--- config.mk ---
export PLATFORM = sky130hd
export DESIGN_NAME = rgbrc_ram
export DESIGN_NICKNAME = d
export VERILOG_FILES = /design/src/rtl/core/rgbrc_ram.sv
export SDC_FILE = /design/constraint.sdc
export NUM_CORES = 1
export LEC_CHECK = 0
export ABC_AREA = 1
export BUFFER_PORTS_ARGS = -buffer_cell sky130_fd_sc_hd__buf_2
export CORE_UTILIZATION = 53
export CTS_CLUSTER_SIZE = 40
export DETAILED_ROUTE_END_ITERATION = 6
export GPL_TIMING_DRIVEN = 0
export PLACE_DENSITY = 0.7
export SLEW_MARGIN = 20
export SYNTH_ARGS = -nofsm -noshare
export SYNTH_HDL_FRONTEND = slang
export SYNTH_SLANG_ARGS = --single-unit
--- constraint.sdc ---
create_clock -name clk_i -period 2.2 [get_ports clk_i]
set_input_delay 0.44 -clock clk_i [delete_from_list [all_inputs] [get_ports clk_i]]
set_output_delay 0.44 -clock clk_i [all_outputs]
set_load 0.01 [all_outputs]
--- src/rtl/core/rgbrc_ram.sv ---
// generic single-clock ram, one write port, one registered read port
module rgbrc_ram #(
  parameter int WIDTH = 8,
  parameter int DEPTH = 16
) (
  input  logic                     clk_i,
  input  logic                     we_i,
  input  logic [$clog2(DEPTH)-1:0] waddr_i,
  input  logic [WIDTH-1:0]         wdata_i,
  input  logic                     re_i,
  input  logic [$clog2(DEPTH)-1:0] raddr_i,
  output logic [WIDTH-1:0]         rdata_o
);

  logic [WIDTH-1:0] mem_q [DEPTH];
  logic [WIDTH-1:0] rdata_q;

  always_ff @(posedge clk_i) begin
    if (we_i) begin
      mem_q[waddr_i] <= wdata_i;
    end
    if (re_i) begin
      rdata_q <= mem_q[raddr_i];
    end
  end

  assign rdata_o = rdata_q;

endmodule

==> reports/results.tsv <==
stage	metric	value	unit
grt	grt-ovfl-total	0	
worst_setup_path	worstPathMaxFanout	1	
finish	multiInputGateArea	1210	um2
detailed_routing	ant_nets	0	
place	placed_cell_area	6130	um2
cts	cts_root_buf	clkbuf_8	
worst_setup_path	cpMaxStageDelayCell	edfxtp_1	
sta	period_minus_slack	1.47	ns
worst_setup_path	startpoint_type	register	
floorplan	io_pins	27	
floorplan	die_height	107	um
power_and_ir_drop	swShare	21.6	%
finish	finish.instance_area	6730	um2
power_and_ir_drop	cellLeakagePower	2.91	nW
cts	cts_made_buffers	17	
worst_setup_path	critical_path_arrival	1.03	ns
place	dp_hpwl	8760	um
worst_setup_path	worst-path-buf-inv	1	
worst_setup_path	slowest_delay	0.36	ns
logic_synthesis	yosys_warnings	0	
min_path	hold_path_end	rdata_o[1]	
floorplan	dieArea	11500	um2
logic_synthesis	syn_avg_cell_area	10.6	um2
power_and_ir_drop	combPwrFrac	6.1	%
logic_synthesis	synth_cells	551	
sta	layout_worst_path_cycle_share	67.0	%
detailed_routing	first_pass_iters	5	
logic_synthesis	synth_edf_count	136	
finish	fin_nets	612	
logic_synthesis	yosys.area.top_type	edfxtp_1	
cts	cts_setup_buffers	0	
cts	clk_path_buf_depth	2	
power_and_ir_drop	power_frac_clock	46.5	%
sta	setup_slack	0.726	ns
logic_synthesis	synth_fa_ha_area_share	0	%
min_path	hold_path_class	input port to register	
worst_setup_path	cp_top_family	flip-flops	
finish	layout-drive-gt1-share	12.5	%
detailed_routing	drc	0	
worst_setup_path	path_cells	buf_2	
floorplan	rows	37	
min_path	hold_depth	1	
cts	clkLatencyLatePin	0.53	ns
logic_synthesis	ys_ff_latch	136	
place	gp_congestion	0.874	
power_and_ir_drop	p_total	6.19	mW
grt	grt_usage	26.5	%
logic_synthesis	synth_top_family_by_area	simple AND/OR/NAND/NOR gates	
sta	rsz0062_at_grt	no	
worst_setup_path	reg2reg_depth	6	
cts	cts_resized	0	
sta	setup_viol	0	
status	run_status	finished clean	
sta	worst_clock_skew	0.00534	ns
logic_synthesis	synth_ff_type	edfxtp_1	
logic_synthesis	synth_xor_area_share	0	%
place	port_buffers	23	
finish	n_fill_cell	792	
detailed_routing	wl	13800	um
cts	htree_num_levels	4	
worst_setup_path	r2r_end	rdata_o[1]	
logic_synthesis	synthSimpleGateAreaFrac	20.8	%
logic_synthesis	yosysUniqueCellTypes	11	
place	preCtsSetupSlack	0.249	ns
sta	worstMarginPinSlew	0.981	ns
detailed_routing	routedWlPerCell	18.6	um
logic_synthesis	synth_area	5850	um2
grt	first_global_vias	3801	
floorplan	design.core.area	10500	um2
grt	grt_max_degree	17	
detailed_routing	vias	4005	
worst_setup_path	critPathKind	register to primary output	
power_and_ir_drop	intPower	4.85	mW
power_and_ir_drop	worst_ir_drop_vdd	0.605	mV
detailed_routing	drt-vias-per-instance	5.40	
logic_synthesis	synthTopCellsByCount	nand2_1, edfxtp_1, inv_1, nand3_1, nor2_1	
power_and_ir_drop	seqPwrFrac	47.4	%
finish	utilization	64.0	%
sta	tns	0	ns
logic_synthesis	synth_mux_area_share	0	%
cts	hold_buffers	0	
logic_synthesis	syn_nets	570	
floorplan	die_w	107	um
power_and_ir_drop	power_density	920	nW/um2
sta	clock.fmax	0.678	GHz
power_and_ir_drop	p_switching	1.34	mW
min_path	worstHoldStart	re_i	
logic_synthesis	synth_top_area_share	69.8	%
grt	antenna_found_initial	0	
detailed_routing	dr.first_iter.drc_count	408	
finish	seq_area	4080	um2
job	drv_cap	0	
logic_synthesis	synth_compound_area_share	0	%
sta	relSlewSlack	34.4	%
logic_synthesis	synth_most_common_cell	nand2_1	
worst_setup_path	required	1.76	ns
finish	area_growth	15.1	%
cts	cts_tree	built	
logic_synthesis	ys_seq_area_share	69.8	%
grt	grt_pass1_wl	21100	um
cts	path_clk_slew	0.06	ns
cts	clkSinkCount	136	
sta	finalMaxSlewViolations	0	
floorplan	initial_core_util	55.6	%
worst_setup_path	r2r-start	mem_q[10][1]	
sta	hold_viol	0	
logic_synthesis	async_reset_ff_share	0	%
worst_setup_path	crit_path_end_kind	primary output	
logic_synthesis	ys_top_cells_by_area	edfxtp_1, nand2_1, nand3_1	
finish	diodes	0	
worst_setup_path	ff2ff_setup_slack	1.02	ns
flip-flops by register name, summed over array words and instances (netlist names):
name and flops:
rdata_o 8, mem_q 128
cell type report:
type | instances | area share [%]
sequential | 136 | 60.7
multi-input combinational | 289 | 18.0
clock buffer | 18 | 6.21
inverter | 102 | 5.69
clock inverter | 14 | 2.68
tap | 136 | 2.53
buffer | 24 | 2.47
timing repair buffer | 23 | 1.71
per-stage QoR:
step                hold slack, ns  cells
floorplan                    0.539    551
global placement             0.744    710
detailed placement           0.749    710
CTS                          0.249    742
global route                 0.263    742
finish                       0.255    742
power by group through the flow:
| stage | registers (mW) | logic, mW | clock network [mW] |
|---|---|---|---|
| 2_1_floorplan | 2.99 | 0.205 | 0 |
| 3_3_place_gp | 2.98 | 0.363 | 0 |
| 3_5_place_dp | 2.99 | 0.370 | 0 |
| 4_1_cts | 2.93 | 0.374 | 2.89 |
| 5_1_grt | 2.94 | 0.413 | 2.99 |
| 6_report | 2.93 | 0.378 | 2.88 |
metal layers:
layer  GRT usage, %  wire length [um]
met1           36.0              5750
met2           40.1              6380
met3           7.84              1310
met4           10.6               381
met5              0                 0
how the worst max path moves through the flow:
stage / start / to / slack (ns) / depth (start not counted)
after floorplan: waddr_i[2] / mem_q[10][0] / 0.81 / 2
after global placement: waddr_i[3] / mem_q[4][6] / 0.32 / 3
after detailed placement: waddr_i[3] / mem_q[5][3] / 0.25 / 3
after CTS: rdata_o[0] / rdata_o[0] / 0.69 / 1
after global routing: rdata_o[0] / rdata_o[0] / 0.68 / 1
final: rdata_o[0] / rdata_o[0] / 0.73 / 1
cell usage in the layout (no fill, tap or decap), types with 4 or more instances in the layout:
cell / n
buf_6: 6
bufinv_16: 4
nand3_1: 97
nor2_1: 17
inv_1: 100
clkinvlp_4: 4
edfxtp_1: 136
buf_4: 4
nand2_1: 173
buf_2: 36
clkbuf_16: 16
cell families (layout without fill, tap and decap cells):
| kind of cell | count (synthesis) | after routing |
|---|---|---|
| simple gates | 289 | 289 |
| flops | 136 | 136 |
| buf+inv | 126 | 181 |
No activity file was read; power rests on OpenSTA's default activity.
